==> src/fhcu_pkg.sv <==
// Package for the flame heat column update block.
// Holds the channel word types, the state machine type and the palette and
// divide-by-three helpers. No dependencies.
package fhcu_pkg;

  typedef struct packed {
    logic [3:0] column;
    logic [4:0] row;
    logic [7:0] cool_amount;
    logic [7:0] spark_heat;
  } fhcu_in_t;

  typedef struct packed {
    logic [3:0] out_column;
    logic [4:0] out_row;
    logic [7:0] new_heat;
    logic [7:0] red;
    logic [7:0] green;
    logic [7:0] blue;
  } fhcu_out_t;

  typedef struct packed {
    logic [7:0] red;
    logic [7:0] green;
    logic [7:0] blue;
  } fhcu_rgb_t;

  typedef enum logic {
    ST_CLEAR,
    ST_RUN
  } fhcu_state_t;

  // Palette scale (192/256) and ramp bit layout.
  localparam logic [7:0] PAL_HOT_BIT  = 8'h80;
  localparam logic [7:0] PAL_WARM_BIT = 8'h40;
  localparam logic [7:0] PAL_RAMP_MSK = 8'h3F;
  localparam logic [7:0] CHAN_FULL    = 8'hFF;

  // floor(n/3) = (n * 683) >> 11, exact for n below 2048.
  localparam logic [10:0] RECIP3       = 11'd683;
  localparam int          RECIP3_SHIFT = 11;

  function automatic logic [7:0] div3(input logic [9:0] n);
    logic [20:0] prod;
    prod = 21'(n) * 21'(RECIP3);
    return prod[RECIP3_SHIFT +: 8];
  endfunction

  function automatic fhcu_rgb_t heat_palette(input logic [7:0] heat);
    logic [15:0] scaled;
    logic [7:0]  t;
    logic [7:0]  ramp;
    fhcu_rgb_t   c;
    // heat * 192 as two shifted copies
    scaled = (16'(heat) << 7) + (16'(heat) << 6);
    t      = scaled[15:8] + 8'(heat != 8'd0);
    ramp   = (t & PAL_RAMP_MSK) << 2;
    if ((t & PAL_HOT_BIT) != 8'd0) begin
      c = '{red: CHAN_FULL, green: CHAN_FULL, blue: ramp};
    end else if ((t & PAL_WARM_BIT) != 8'd0) begin
      c = '{red: CHAN_FULL, green: ramp, blue: 8'd0};
    end else begin
      c = '{red: ramp, green: 8'd0, blue: 8'd0};
    end
    return c;
  endfunction

endpackage

==> src/fhcu_ifs.sv <==
// Valid/ready channel interfaces for the flame heat column update block.
// Depends on fhcu_pkg for the word types.
interface fhcu_in_if;
  logic               valid;
  logic               ready;
  fhcu_pkg::fhcu_in_t payload;

  modport source (output valid, output payload, input ready);
  modport sink   (input valid, input payload, output ready);
endinterface

interface fhcu_out_if;
  logic                valid;
  logic                ready;
  fhcu_pkg::fhcu_out_t payload;

  modport source (output valid, output payload, input ready);
  modport sink   (input valid, input payload, output ready);
endinterface

==> src/fhcu_ram.sv <==
// Generic single-write, single-read synchronous RAM with registered read.
// Read during a write to the same address returns the old contents.
// No dependencies.
module fhcu_ram #(
  parameter int WIDTH = 8,
  parameter int DEPTH = 512
) (
  input  logic                     clk,
  input  logic                     we,
  input  logic [$clog2(DEPTH)-1:0] waddr,
  input  logic [WIDTH-1:0]         wdata,
  input  logic                     re,
  input  logic [$clog2(DEPTH)-1:0] raddr,
  output logic [WIDTH-1:0]         rdata
);

  logic [WIDTH-1:0] mem [DEPTH];
  logic [WIDTH-1:0] rdata_r;

  always_ff @(posedge clk) begin
    if (we) begin
      mem[waddr] <= wdata;
    end
    // hold the last read word while no read is issued
    if (re) begin
      rdata_r <= mem[raddr];
    end
  end

  assign rdata = rdata_r;

endmodule

==> src/flame_heat_column_update.sv <==
// Flame heat column update: heat store RAM, cooling, column averaging, palette.
// Depends on fhcu_pkg, fhcu_ifs (channel interfaces) and fhcu_ram.
//
//   channel   dir  word                                            handshake
//   in_chan   in   column, row, cool_amount, spark_heat            valid/ready
//   out_chan  out  out_column, out_row, new_heat, red, green, blue valid/ready
//
// One word per cycle unless out_chan stalls; stage 1 feeds the output register.
// Stage 0 issues the heat store read, stage 1 cools, averages, writes back and
// loads the output register; a same-cell write in the accept cycle is forwarded.
// After reset the store is swept to zero, address by address, with in_chan.ready low.
// A stalled output holds stage 1, which holds in_chan.ready low once stage 1 is full.
module flame_heat_column_update #(
  parameter int COLUMNS = 16,
  parameter int ROWS    = 32
) (
  input logic        clk,
  input logic        rst_n,
  fhcu_in_if.sink    in_chan,
  fhcu_out_if.source out_chan
);
  import fhcu_pkg::*;

  localparam int DEPTH = COLUMNS * ROWS;
  localparam int AW    = $clog2(DEPTH);
  localparam int IDXW  = (AW > 13) ? AW : 13;

  fhcu_state_t st_r, st_nxt;
  logic [AW-1:0] clr_cnt_r, clr_cnt_nxt;
  logic          clearing;

  logic          in_fire;
  logic [IDXW-1:0] in_idx;
  logic [AW-1:0] in_addr;
  logic          in_inside;

  logic          s1_valid_r;
  fhcu_in_t      s1_item_r;
  logic [AW-1:0] s1_addr_r;
  logic          s1_inside_r;
  logic          s1_fire;
  logic          fwd_r;
  logic [7:0]    fwd_heat_r;

  logic [7:0]    cool_one_r, cool_two_r, cool_three_r;
  logic [7:0]    stored, cooled, heat;
  fhcu_rgb_t     rgb;

  logic          out_valid_r;
  fhcu_out_t     out_word_r;

  logic          ram_we;
  logic [AW-1:0] ram_waddr;
  logic [7:0]    ram_wdata;
  logic [7:0]    ram_rdata;

  // ---------------------------------------------------------------- clear sweep
  always_ff @(posedge clk) begin
    if (!rst_n) begin
      st_r      <= ST_CLEAR;
      clr_cnt_r <= '0;
    end else begin
      st_r      <= st_nxt;
      clr_cnt_r <= clr_cnt_nxt;
    end
  end

  always_comb begin
    st_nxt      = st_r;
    clr_cnt_nxt = clr_cnt_r;
    unique case (st_r)
      ST_CLEAR: begin
        clr_cnt_nxt = clr_cnt_r + 1'b1;
        if (clr_cnt_r == AW'(DEPTH - 1)) begin
          st_nxt = ST_RUN;
        end
      end
      ST_RUN: begin
        clr_cnt_nxt = clr_cnt_r;
      end
      default: st_nxt = ST_CLEAR;
    endcase
  end

  assign clearing = (st_r == ST_CLEAR);

  // ---------------------------------------------------------------- stage 0
  assign s1_fire        = s1_valid_r && (!out_valid_r || out_chan.ready);
  assign in_chan.ready  = !clearing && (!s1_valid_r || s1_fire);
  assign in_fire        = in_chan.valid && in_chan.ready;

  assign in_idx    = IDXW'(in_chan.payload.column) * IDXW'(ROWS)
                   + IDXW'(in_chan.payload.row);
  assign in_addr   = in_idx[AW-1:0];
  assign in_inside = (int'(in_chan.payload.column) < COLUMNS)
                  && (int'(in_chan.payload.row) < ROWS);

  always_ff @(posedge clk) begin
    if (!rst_n) begin
      s1_valid_r <= 1'b0;
    end else if (in_fire) begin
      s1_valid_r <= 1'b1;
    end else if (s1_fire) begin
      s1_valid_r <= 1'b0;
    end
  end

  always_ff @(posedge clk) begin
    if (in_fire) begin
      s1_item_r   <= in_chan.payload;
      s1_addr_r   <= in_addr;
      s1_inside_r <= in_inside;
      // catch the write that lands in the same cycle as this read
      fwd_r       <= s1_fire && s1_inside_r && in_inside && (s1_addr_r == in_addr);
      fwd_heat_r  <= heat;
    end
  end

  // ---------------------------------------------------------------- stage 1
  assign stored = fwd_r ? fwd_heat_r : (s1_inside_r ? ram_rdata : 8'd0);
  assign cooled = (stored > s1_item_r.cool_amount) ? (stored - s1_item_r.cool_amount)
                                                   : 8'd0;

  always_comb begin
    priority if (s1_item_r.row == 5'd0) begin
      heat = s1_item_r.spark_heat;
    end else if (s1_item_r.row == 5'd1) begin
      heat = cool_one_r;
    end else if (s1_item_r.row == 5'd2) begin
      heat = 8'((9'(cool_one_r) + 9'(cool_two_r)) >> 1);
    end else begin
      heat = div3(10'(cool_one_r) + 10'(cool_two_r) + 10'(cool_three_r));
    end
  end

  assign rgb = heat_palette(heat);

  always_ff @(posedge clk) begin
    if (!rst_n) begin
      cool_one_r   <= 8'd0;
      cool_two_r   <= 8'd0;
      cool_three_r <= 8'd0;
    end else if (s1_fire) begin
      cool_three_r <= cool_two_r;
      cool_two_r   <= cool_one_r;
      cool_one_r   <= cooled;
    end
  end

  // ---------------------------------------------------------------- output
  always_ff @(posedge clk) begin
    if (!rst_n) begin
      out_valid_r <= 1'b0;
    end else if (s1_fire) begin
      out_valid_r <= 1'b1;
    end else if (out_chan.ready) begin
      out_valid_r <= 1'b0;
    end
  end

  always_ff @(posedge clk) begin
    if (s1_fire) begin
      out_word_r <= '{out_column: s1_item_r.column, out_row: s1_item_r.row,
                      new_heat: heat, red: rgb.red, green: rgb.green,
                      blue: rgb.blue};
    end
  end

  assign out_chan.valid   = out_valid_r;
  assign out_chan.payload = out_word_r;

  // ---------------------------------------------------------------- heat store
  assign ram_we    = clearing || (s1_fire && s1_inside_r);
  assign ram_waddr = clearing ? clr_cnt_r : s1_addr_r;
  assign ram_wdata = clearing ? 8'd0 : heat;

  fhcu_ram #(
    .WIDTH (8),
    .DEPTH (DEPTH)
  ) u_heat_store (
    .clk   (clk),
    .we    (ram_we),
    .waddr (ram_waddr),
    .wdata (ram_wdata),
    .re    (in_fire),
    .raddr (in_addr),
    .rdata (ram_rdata)
  );

  // ---------------------------------------------------------------- checks
  a_no_accept_in_clear: assert property (@(posedge clk) disable iff (!rst_n)
    clearing |-> !in_chan.ready)
    else $error("word accepted during clear sweep");

  a_stage1_holds: assert property (@(posedge clk) disable iff (!rst_n)
    (s1_valid_r && !s1_fire) |=> s1_valid_r)
    else $error("stage 1 word lost while stalled");

  a_fire_loads_out: assert property (@(posedge clk) disable iff (!rst_n)
    s1_fire |=> out_valid_r && (out_word_r.new_heat == $past(heat)))
    else $error("output register missed a finished word");

  a_cool_shift: assert property (@(posedge clk) disable iff (!rst_n)
    s1_fire |=> (cool_two_r == $past(cool_one_r)) && (cool_three_r == $past(cool_two_r)))
    else $error("cooled history did not advance");

  a_row1_takes_below: assert property (@(posedge clk) disable iff (!rst_n)
    (s1_fire && s1_item_r.row == 5'd1) |=> (out_word_r.new_heat == $past(cool_one_r)))
    else $error("row 1 heat differs from cooled row below");

endmodule
==> src/flat_wrapper.sv <==
// flat-port wrapper written by rule: the top's interface ports become plain ports
module flame_heat_column_update_flat import fhcu_pkg::*;
#(
  parameter int COLUMNS = 16,
  parameter int ROWS    = 32
)
  (clk, rst_n, in_chan_valid, in_chan_payload, in_chan_ready, out_chan_valid, out_chan_payload, out_chan_ready);
  fhcu_in_if in_chan_i ();
  fhcu_out_if out_chan_i ();
  input logic clk;
  input logic rst_n;
  input wire logic [$bits(in_chan_i.valid)-1:0] in_chan_valid;
  input wire logic [$bits(in_chan_i.payload)-1:0] in_chan_payload;
  output wire logic [$bits(in_chan_i.ready)-1:0] in_chan_ready;
  output wire logic [$bits(out_chan_i.valid)-1:0] out_chan_valid;
  output wire logic [$bits(out_chan_i.payload)-1:0] out_chan_payload;
  input wire logic [$bits(out_chan_i.ready)-1:0] out_chan_ready;
  assign in_chan_i.valid = in_chan_valid;
  assign in_chan_i.payload = in_chan_payload;
  assign in_chan_ready = in_chan_i.ready;
  assign out_chan_valid = out_chan_i.valid;
  assign out_chan_payload = out_chan_i.payload;
  assign out_chan_i.ready = out_chan_ready;
  flame_heat_column_update #(.COLUMNS(COLUMNS), .ROWS(ROWS)) u_core (.clk(clk), .rst_n(rst_n), .in_chan(in_chan_i), .out_chan(out_chan_i));
endmodule
==> config.mk <==
export PLATFORM = sky130hd
export DESIGN_NAME = flame_heat_column_update_flat
export DESIGN_NICKNAME = d
export VERILOG_FILES = /design/src/fhcu_pkg.sv /design/src/fhcu_ifs.sv /design/src/fhcu_ram.sv /design/src/flame_heat_column_update.sv /design/src/flat_wrapper.sv
export SDC_FILE = /design/constraint.sdc
export NUM_CORES = 2
export LEC_CHECK = 0
export BUFFER_PORTS_ARGS = -buffer_cell sky130_fd_sc_hd__buf_2
export CAP_MARGIN = 20
export CORE_MARGIN = 5
export CORE_UTILIZATION = 37
export CTS_CLUSTER_DIAMETER = 80
export DETAILED_ROUTE_END_ITERATION = 7
export GPL_ROUTABILITY_DRIVEN = 0
export PLACE_DENSITY = 0.47
export SLEW_MARGIN = 20
export SYNTH_ARGS = -nofsm -noshare
export SYNTH_HDL_FRONTEND = slang
export SYNTH_SLANG_ARGS = --single-unit
==> constraint.sdc <==
create_clock -name clk -period 25.5 [get_ports clk]
set_input_delay 5.1 -clock clk [delete_from_list [all_inputs] [get_ports clk]]
set_output_delay 5.1 -clock clk [all_outputs]
set_load 0.01 [all_outputs]
* Yosys cells after proc, flatten, opt, wreduce, memory -nomap -nowiden
Memory sizes are Yosys's and may differ from the RTL's. A register that Yosys moved wholly into a read port is not among the register bits.
Cells that the tools add are included.
** Storage, ports and cells
- Bits in registers :: 120
- RAM bits :: 4096
- Input bits :: 29
- Output and inout port bits :: 43
- Word-level logic and storage cells :: 70
- Memories kept :: 1
** Memories
- u_core.u_heat_store.mem :: depth 512, bits a word 8, rd ports 1, clocked after Yosys merged registers in 1, write ports 1, RTL line fhcu_ram.sv:17 : logic [WIDTH-1:0] mem [DEPTH];
** Operators by class
- Add/subtract/negate cells :: 8
- Multiply operators :: 1
- Order comparisons :: 1
- Equality and inequality tests :: 4
- Muxes and demuxes :: 18
- Bitwise gates (word level) :: 1
- Reduce and logical (&&, ||, !) cells :: 14
** Operator list (number)
- 8-bit 2-to-1 mux :: 7
- 10-bit by 10-bit multiplier with 19-bit output, second input constant :: 1
- 8-bit by 8-bit adder with 9-bit output :: 2
- 18-bit 2-to-1 mux :: 1
- 9-bit 2-to-1 mux :: 2
- 15-bit by 14-bit adder with 16-bit output :: 1
- 10-bit by 8-bit adder with 10-bit output :: 1
- 9-bit by 1-bit adder with 9-bit output, second input constant :: 1
- 9-bit by 5-bit adder with 9-bit output :: 1
- 9-bit == test :: 1
- 9-bit == test, second input constant :: 1
- 8-bit by 1-bit adder with 8-bit output :: 1
- 8-bit greater-than comparator :: 1
- 1-bit 2-to-1 mux :: 8
- 8-bit nonzero test :: 1
- 8-bit subtractor :: 1
- 5-bit by 1-bit == test with 1-bit output, second input constant :: 1
- 5-bit by 2-bit == test with 1-bit output, second input constant :: 1
- 5-bit logical NOT :: 1
- 1-bit logical AND :: 4
- 2-bit nonzero test :: 2
- 1-bit logical OR :: 3
- 1-bit logical NOT :: 2
- 2-bit OR reduction :: 1
- 1-bit inverter :: 1

* Longest topological paths before layout
- Word-level depth :: 10
- Gate-level depth with buffers :: 39

* Modules after synthesis
From an unflattened synthesis, not the netlist that was laid out.
** Unflattened totals
- Cell total of the unflattened synthesis :: 8802
- Area, all modules :: 168019.9 µm²
** By module, submodules not included
- fhcu_ram :: times used 1, cells each 8030, area each 160007.2 µm²
- flame_heat_column_update :: times used 1, cells each 772, area each 8012.7 µm²

* Worst setup path after synthesis
OpenSTA, ideal clock, no wires.
- Path type :: reg2reg
- From :: register u_core.cool_two_r[0]
- To :: memory u_core.u_heat_store.mem[0][7], data pin
- Library setup time :: 2.578 ns
- Data arrival time :: 18.588 ns
- Required time :: 22.922 ns
- Slack :: 4.334 ns
- Stages on the path, launching flop included :: 32
- Clock period less this slack :: 21.166 ns
- Cell sequence :: dfxtp_1 -> ha_1 -> fa_1 -> xor2_1 -> ha_1 -> nor2b_1 -> o21ai_0 -> nand2b_1 -> a21o_1 -> a21o_1 -> a21o_1 -> a21oi_1 -> xnor2_1 -> inv_1 -> ha_1 -> ha_1 -> fa_1 -> inv_1 -> fa_1 -> fa_1 -> inv_1 -> ha_1 -> nand4_1 -> a211oi_1 -> a22oi_2 -> o221ai_1 -> a21oi_1 -> xnor2_1 -> o221a_2 -> nand3_1 -> inv_1 -> nor2_1
** On the way
- Word-level cells in the longest chain between the ends :: 7
- Elaborated cells on any way between the ends :: 8
** RTL lines
- start: declaration :: RTL line flame_heat_column_update.sv:45 : logic [7:0] cool_one_r, cool_two_r, cool_three_r;
- start signal: assignment :: RTL line flame_heat_column_update.sv:145 : cool_two_r <= cool_one_r;
- 8-bit by 8-bit adder with 9-bit output :: RTL line flame_heat_column_update.sv:130, flame_heat_column_update.sv:132
- 10-bit by 8-bit adder with 10-bit output :: RTL line flame_heat_column_update.sv:132 : heat = div3(10'(cool_one_r) + 10'(cool_two_r) + 10'(cool_three_r));
- 10-bit by 10-bit multiplier with 19-bit output :: RTL line fhcu_pkg.sv:45 : prod = 21'(n) * 21'(RECIP3);
- 8-bit 2-to-1 mux (*) :: RTL line flame_heat_column_update.sv:129 : end else if (s1_item_r.row == 5'd2) begin
- 8-bit 2-to-1 mux (*) :: RTL line flame_heat_column_update.sv:127 : end else if (s1_item_r.row == 5'd1) begin
- 8-bit 2-to-1 mux (*) :: RTL line flame_heat_column_update.sv:125 : priority if (s1_item_r.row == 5'd0) begin
- named net u_core.heat[7] :: RTL line flame_heat_column_update.sv:46 : logic [7:0] stored, cooled, heat;
- 8-bit 2-to-1 mux (*) :: RTL line flame_heat_column_update.sv:175 : assign ram_wdata = clearing ? 8'd0 : heat;
- named net u_core.ram_wdata[7] :: RTL line flame_heat_column_update.sv:54 : logic [7:0] ram_wdata;
- end: declaration :: RTL line fhcu_ram.sv:17
Mark *: on every way through the listed nets, which the timed path passes. The rest lies on a longest branch.

* Worst setup path in the final report
- From :: register u_core.cool_one_r[0]
- To :: memory u_core.u_heat_store.mem[118][7], data pin
** On the way
- Word-level cells in the longest chain between the ends :: 7
- Elaborated cells on any way between the ends :: 8
** RTL lines
- start: declaration :: RTL line flame_heat_column_update.sv:45
- start signal: assignment :: RTL line flame_heat_column_update.sv:146 : cool_one_r <= cooled;
- 8-bit by 8-bit adder with 9-bit output :: RTL line flame_heat_column_update.sv:130, flame_heat_column_update.sv:132
- 10-bit by 8-bit adder with 10-bit output :: RTL line flame_heat_column_update.sv:132
- 10-bit by 10-bit multiplier with 19-bit output :: RTL line fhcu_pkg.sv:45
- 8-bit 2-to-1 mux (*) :: RTL line flame_heat_column_update.sv:129
- 8-bit 2-to-1 mux (*) :: RTL line flame_heat_column_update.sv:127
- 8-bit 2-to-1 mux (*) :: RTL line flame_heat_column_update.sv:125
- named net u_core.heat[7] :: RTL line flame_heat_column_update.sv:46
- 8-bit 2-to-1 mux (*) :: RTL line flame_heat_column_update.sv:175
- named net u_core.ram_wdata[7] :: RTL line flame_heat_column_update.sv:54
Marked as above.

==> summary.md <==
| Metric | Value |
|---|---|
| Outcome | `complete, no violations` |
| Worst setup EP type | `flop` |
| Async S/R FF share, synth | `0%` |
| EDFF count, synth | `about 4200` |
| Max-slew violations | `0` |
| Clk_skew | `about 0.052 ns` |
| Via density per instance | `roughly 5.5` |
| FMAX | `between 0.08 and 0.09 GHz` |
| Critical Path RT | `about 26 ns` |
| VDD IR-drop max | `between 0.00006 and 0.00007 V` |
| Vias in the first global route | `roughly 80000` |
| Fraction of layout cells with a size suffix above 1 | `around 29%` |
| Post-DP HPWL | `about 260 mm` |
| Synth warnings | `0` |
| DIE HEIGHT | `679.2 um` |
| Worst slew pin tran | `between 1 and 1.5 ns` |
| Yosys top cell by area | `edfxtp_1` |
| Primary FF master, synth | `edfxtp_1` |
| Hold buffers post-CTS | `0` |
| Initial antenna violation count | `57` |
| CTS resizes | `0` |
| Cell mode on critical path | `ha_1` |
| Wire per inst | `roughly 32 um` |
| Mapped Cells | `roughly 7200` |
| Design Area, Final | `0.1881 mm2` |
| Core area | `between 0.4 and 0.5 mm2` |
| Distinct cells, synth | `between 70 and 80` |
| Final WL | `around 440 mm` |
| Root Driver | `clkbuf_16` |
| Die Area | `between 0.4 and 0.5 mm2` |
| Power Internal | `about 11 mW` |
| P per Cell Area | `between 70 and 80 mW/mm2` |
| Max-cap violations | `0` |
| RSZ-0062 raised after global routing | `no` |
| Seq pwr share | `52.4%` |
| WS Path Type | `reg2reg` |
| Worst path slowest cell | `buf_4` |
| Hold path depth | `2` |
| Area post-placement | `roughly 0.17 mm2` |
| Top Ports | `just over 70` |
| Initial DRC Count | `about 7400` |
| Via count | `75860` |
| Pin count of the biggest net entering global routing | `221` |
| Critical Path AT | `12.58 ns` |
| Top-area cell type share of the netlist area | `about three quarters` |
| CP Capture Point | `u_core.u_heat_store.mem[118][7]` |
| Switching Power | `approximately 2.9 mW` |
| Pleak | `approximately 67 nW` |
| First-pass GRT wire length | `slightly above 600 mm` |
| Worst path max stage delay | `roughly 0.84 ns` |
| Layout fillers | `between 30000 and 40000` |
| CTS Sinks | `between 4000 and 5000` |
| Final setup fails | `0` |
| Yosys reg bits | `roughly 4200` |
| Combinational Power Share | `approximately 2.2%` |
| Clock group share of total power | `around 45%` |
| Clock transition at path regs | `approximately 0.06 ns` |
| Total track usage | `18.83%` |
| Worst reg2reg path endpoint | `u_core.u_heat_store.mem[118][7]` |
| Post-layout minimum cycle time | `11.95 ns` |
| H-tree depth | `5` |
| Final ANT Viol Nets | `0` |
| Number of port buffers | `69` |
| Slew HR | `10.11%` |
| Fin crit share | `46.86%` |
| Final Hold Violating Endpoints | `0` |
| Buffer depth of the longest clock path | `4` |
| Critical path peak fanout | `86` |
| Row count | `245` |
| Hold Path Class | `reg2reg` |
| Nets | `between 7000 and 8000` |
| Crit. Startpoint | `u_core.cool_one_r[0]` |
| Die W | `approximately 680 um` |
| TritonCTS Buffers | `456` |
| Post-CTS setup buffer count | `0` |
| Mapped cell area | `approximately 0.17 mm2` |
| HP Start | `u_core.cool_three_r[5]` |
| Syn avg cell area | `around 23 um2` |
| Clock Latency Late Sink | `between 0.9 and 1 ns` |
| First-pass DRT Iterations | `5` |
| CTS tree | `built` |
| CP Launch Type | `flop` |
| Gr ovfl total | `0` |
| Reg2Reg Depth | `34` |
| Post-route DRC violation count | `0` |
| Reg2reg setup slack | `about 14 ns` |
| Fin Setup TNS | `0 ns` |
| Synth top area cells | `edfxtp_1, mux4_2, nor2_1, ha_1, clkbuf_1` |
| R2r startpoint | `u_core.cool_one_r[0]` |
| Starting Density | `between 30% and 40%` |
| Synth-to-layout area growth | `13.50%` |
| Seq/Total Area, Yosys | `76.10%` |
| Sw Share | `around a fifth` |
worst max-delay path: cells and delay by family, from the launching register on:
kind	cells	cell delay, ns
compound gates	9	2.00
xor+xnor	3	1.06
fa+ha+maj	9	3.52
simple gates	6	1.72
flops	1	0.36
buf+inv	7	2.70
power by group through the flow:
| stage | Sequential (mW) | Combinational (mW) | Clock, mW |
|---|---|---|---|
| 6_report | 7.50 | 0.315 | 6.49 |
| 5_1_grt | 7.49 | 0.334 | 6.94 |
| 4_1_cts | 7.50 | 0.325 | 6.64 |
| 3_5_place_dp | 7.64 | 0.325 | 0 |
| 3_3_place_gp | 7.64 | 0.326 | 0 |
| 2_1_floorplan | 7.64 | 0.208 | 0 |
worst min path at each step:
stage	to	slack [ns]
after floorplan	u_core.out_chan.payload[32]	0.42
after global placement	u_core.cool_three_r[0]	0.47
after detailed placement	u_core.cool_three_r[5]	0.47
after CTS	u_core.cool_three_r[5]	0.48
after global routing	u_core.cool_three_r[2]	0.50
final	u_core.cool_three_r[5]	0.47
sequential cells by signal, indices dropped and copies added (netlist names):
register and flops:
u_core.clr_cnt_r 9, u_core.cool_one_r 8, u_core.cool_three_r 8, u_core.cool_two_r 8, u_core.fwd_heat_r 8, u_core.fwd_r 1
u_core.out_chan.payload 37, u_core.out_chan.valid 1, u_core.s1_addr_r 9, u_core.s1_item_r 16, u_core.s1_valid_r 1, u_core.st_r 1
u_core.u_heat_store.mem 4096, u_core.u_heat_store.rdata 8
cell usage after synthesis, types with 5 or more instances:
| master | instances |
|---|---|
| nor3_1 | 8 |
| mux4_2 | 1360 |
| buf_6 | 5 |
| o22ai_1 | 6 |
| buf_1 | 125 |
| a21oi_2 | 7 |
| buf_4 | 6 |
| a211oi_1 | 6 |
| o31ai_1 | 7 |
| nand2_1 | 114 |
| inv_1 | 70 |
| and3_1 | 8 |
| o211ai_1 | 10 |
| nor2b_1 | 20 |
| nand4_1 | 15 |
| nand2b_1 | 13 |
| or3_1 | 8 |
| a31oi_1 | 6 |
| ha_1 | 96 |
| mux2_2 | 20 |
| a21boi_0 | 16 |
| fa_1 | 21 |
| clkbuf_1 | 278 |
| nor2_1 | 544 |
| edfxtp_1 | 4175 |
| a21o_1 | 22 |
| mux2i_1 | 9 |
| a22oi_1 | 11 |
| a21oi_1 | 37 |
| dfxtp_1 | 36 |
| and2_1 | 15 |
| xnor2_1 | 38 |
| o21ai_0 | 21 |
| nand3_1 | 14 |
| o21a_1 | 5 |
| xor2_1 | 19 |
metrics by stage:
| stage | std cells | worst slack [ns] | hold slack (ns) | power (mW) | util, % |
|---|---|---|---|---|---|
| after floorplan | 7235 | 4.334 | 0.4206 | 7.850 | - |
| after global placement | 12940 | 12.97 | 0.4698 | 7.968 | 38.87 |
| after detailed placement | 12950 | 12.99 | 0.4705 | 7.967 | 38.89 |
| after CTS | 13790 | 13.35 | 0.4793 | 14.46 | 42.17 |
| after global routing | 13790 | 12.69 | 0.5036 | 14.77 | 42.19 |
| final | 13800 | 13.55 | 0.4747 | 14.30 | 42.19 |
layer usage:
layer | up-vias | GRT usage [%] | share of wire [%]
met2 | 2193 | 30.23 | 48
met4 | 8 | 3.758 | 1.9
met3 | 541 | 3.092 | 6.0
met1 | 41930 | 27.41 | 44
li1 | 31190 | - | -
met5 | - | 0 | 0.012
layout make-up:
cell class              count  area, um2  share of cell area, %
multi-input cells        2535      38060                  20.23
well taps                5928       7417                  3.944
inverters                  72      271.5                 0.1444
clock buffers             547      11820                  6.283
diodes                      8      20.02                0.01064
flip-flops and latches   4211     126100                  67.05
clock inverters           294       2800                  1.489
repair buffers            202       1595                 0.8482
layout by cell type (no fill, tap or decap), types with 9 or more instances in the layout:
cell,netlist,final
bufinv_16,0,46
fa_1,21,21
a21o_1,22,22
inv_1,70,69
nand3_1,14,14
clkinvlp_4,0,12
mux4_2,1360,1360
buf_2,3,63
clkbuf_1,278,88
nand2b_1,13,13
buf_12,0,14
xor2_1,19,19
o211ai_1,10,10
xnor2_1,38,37
nor2b_1,20,20
buf_4,6,116
a21boi_0,16,16
dfxtp_1,36,35
edfxtp_1,4175,4175
mux2i_1,9,9
nor2_1,544,497
a21oi_1,37,37
clkbuf_16,0,459
nand2_4,1,17
clkinv_2,1,80
o21ai_0,21,21
and2_1,15,13
inv_6,0,14
clkinv_1,1,126
a22oi_1,11,11
nand2_1,114,98
ha_1,96,96
nand4_1,15,15
nor2_2,1,41
mux2_2,20,20
cells by family (layout without fill, tap and decap cells):
family          Yosys count  in the layout  share of synthesized area, %
fa+ha+maj               117            117                        0.9786
mux                    1390           1390                         18.69
simple gates            780            780                         1.972
xor+xnor                 58             58                        0.3111
compound gates          188            188                        0.8042
other cells               1             10                      0.002263
flops                  4211           4211                         76.10
buf+inv                 489           1115                         1.147
Power figures use the tool's default switching activity.
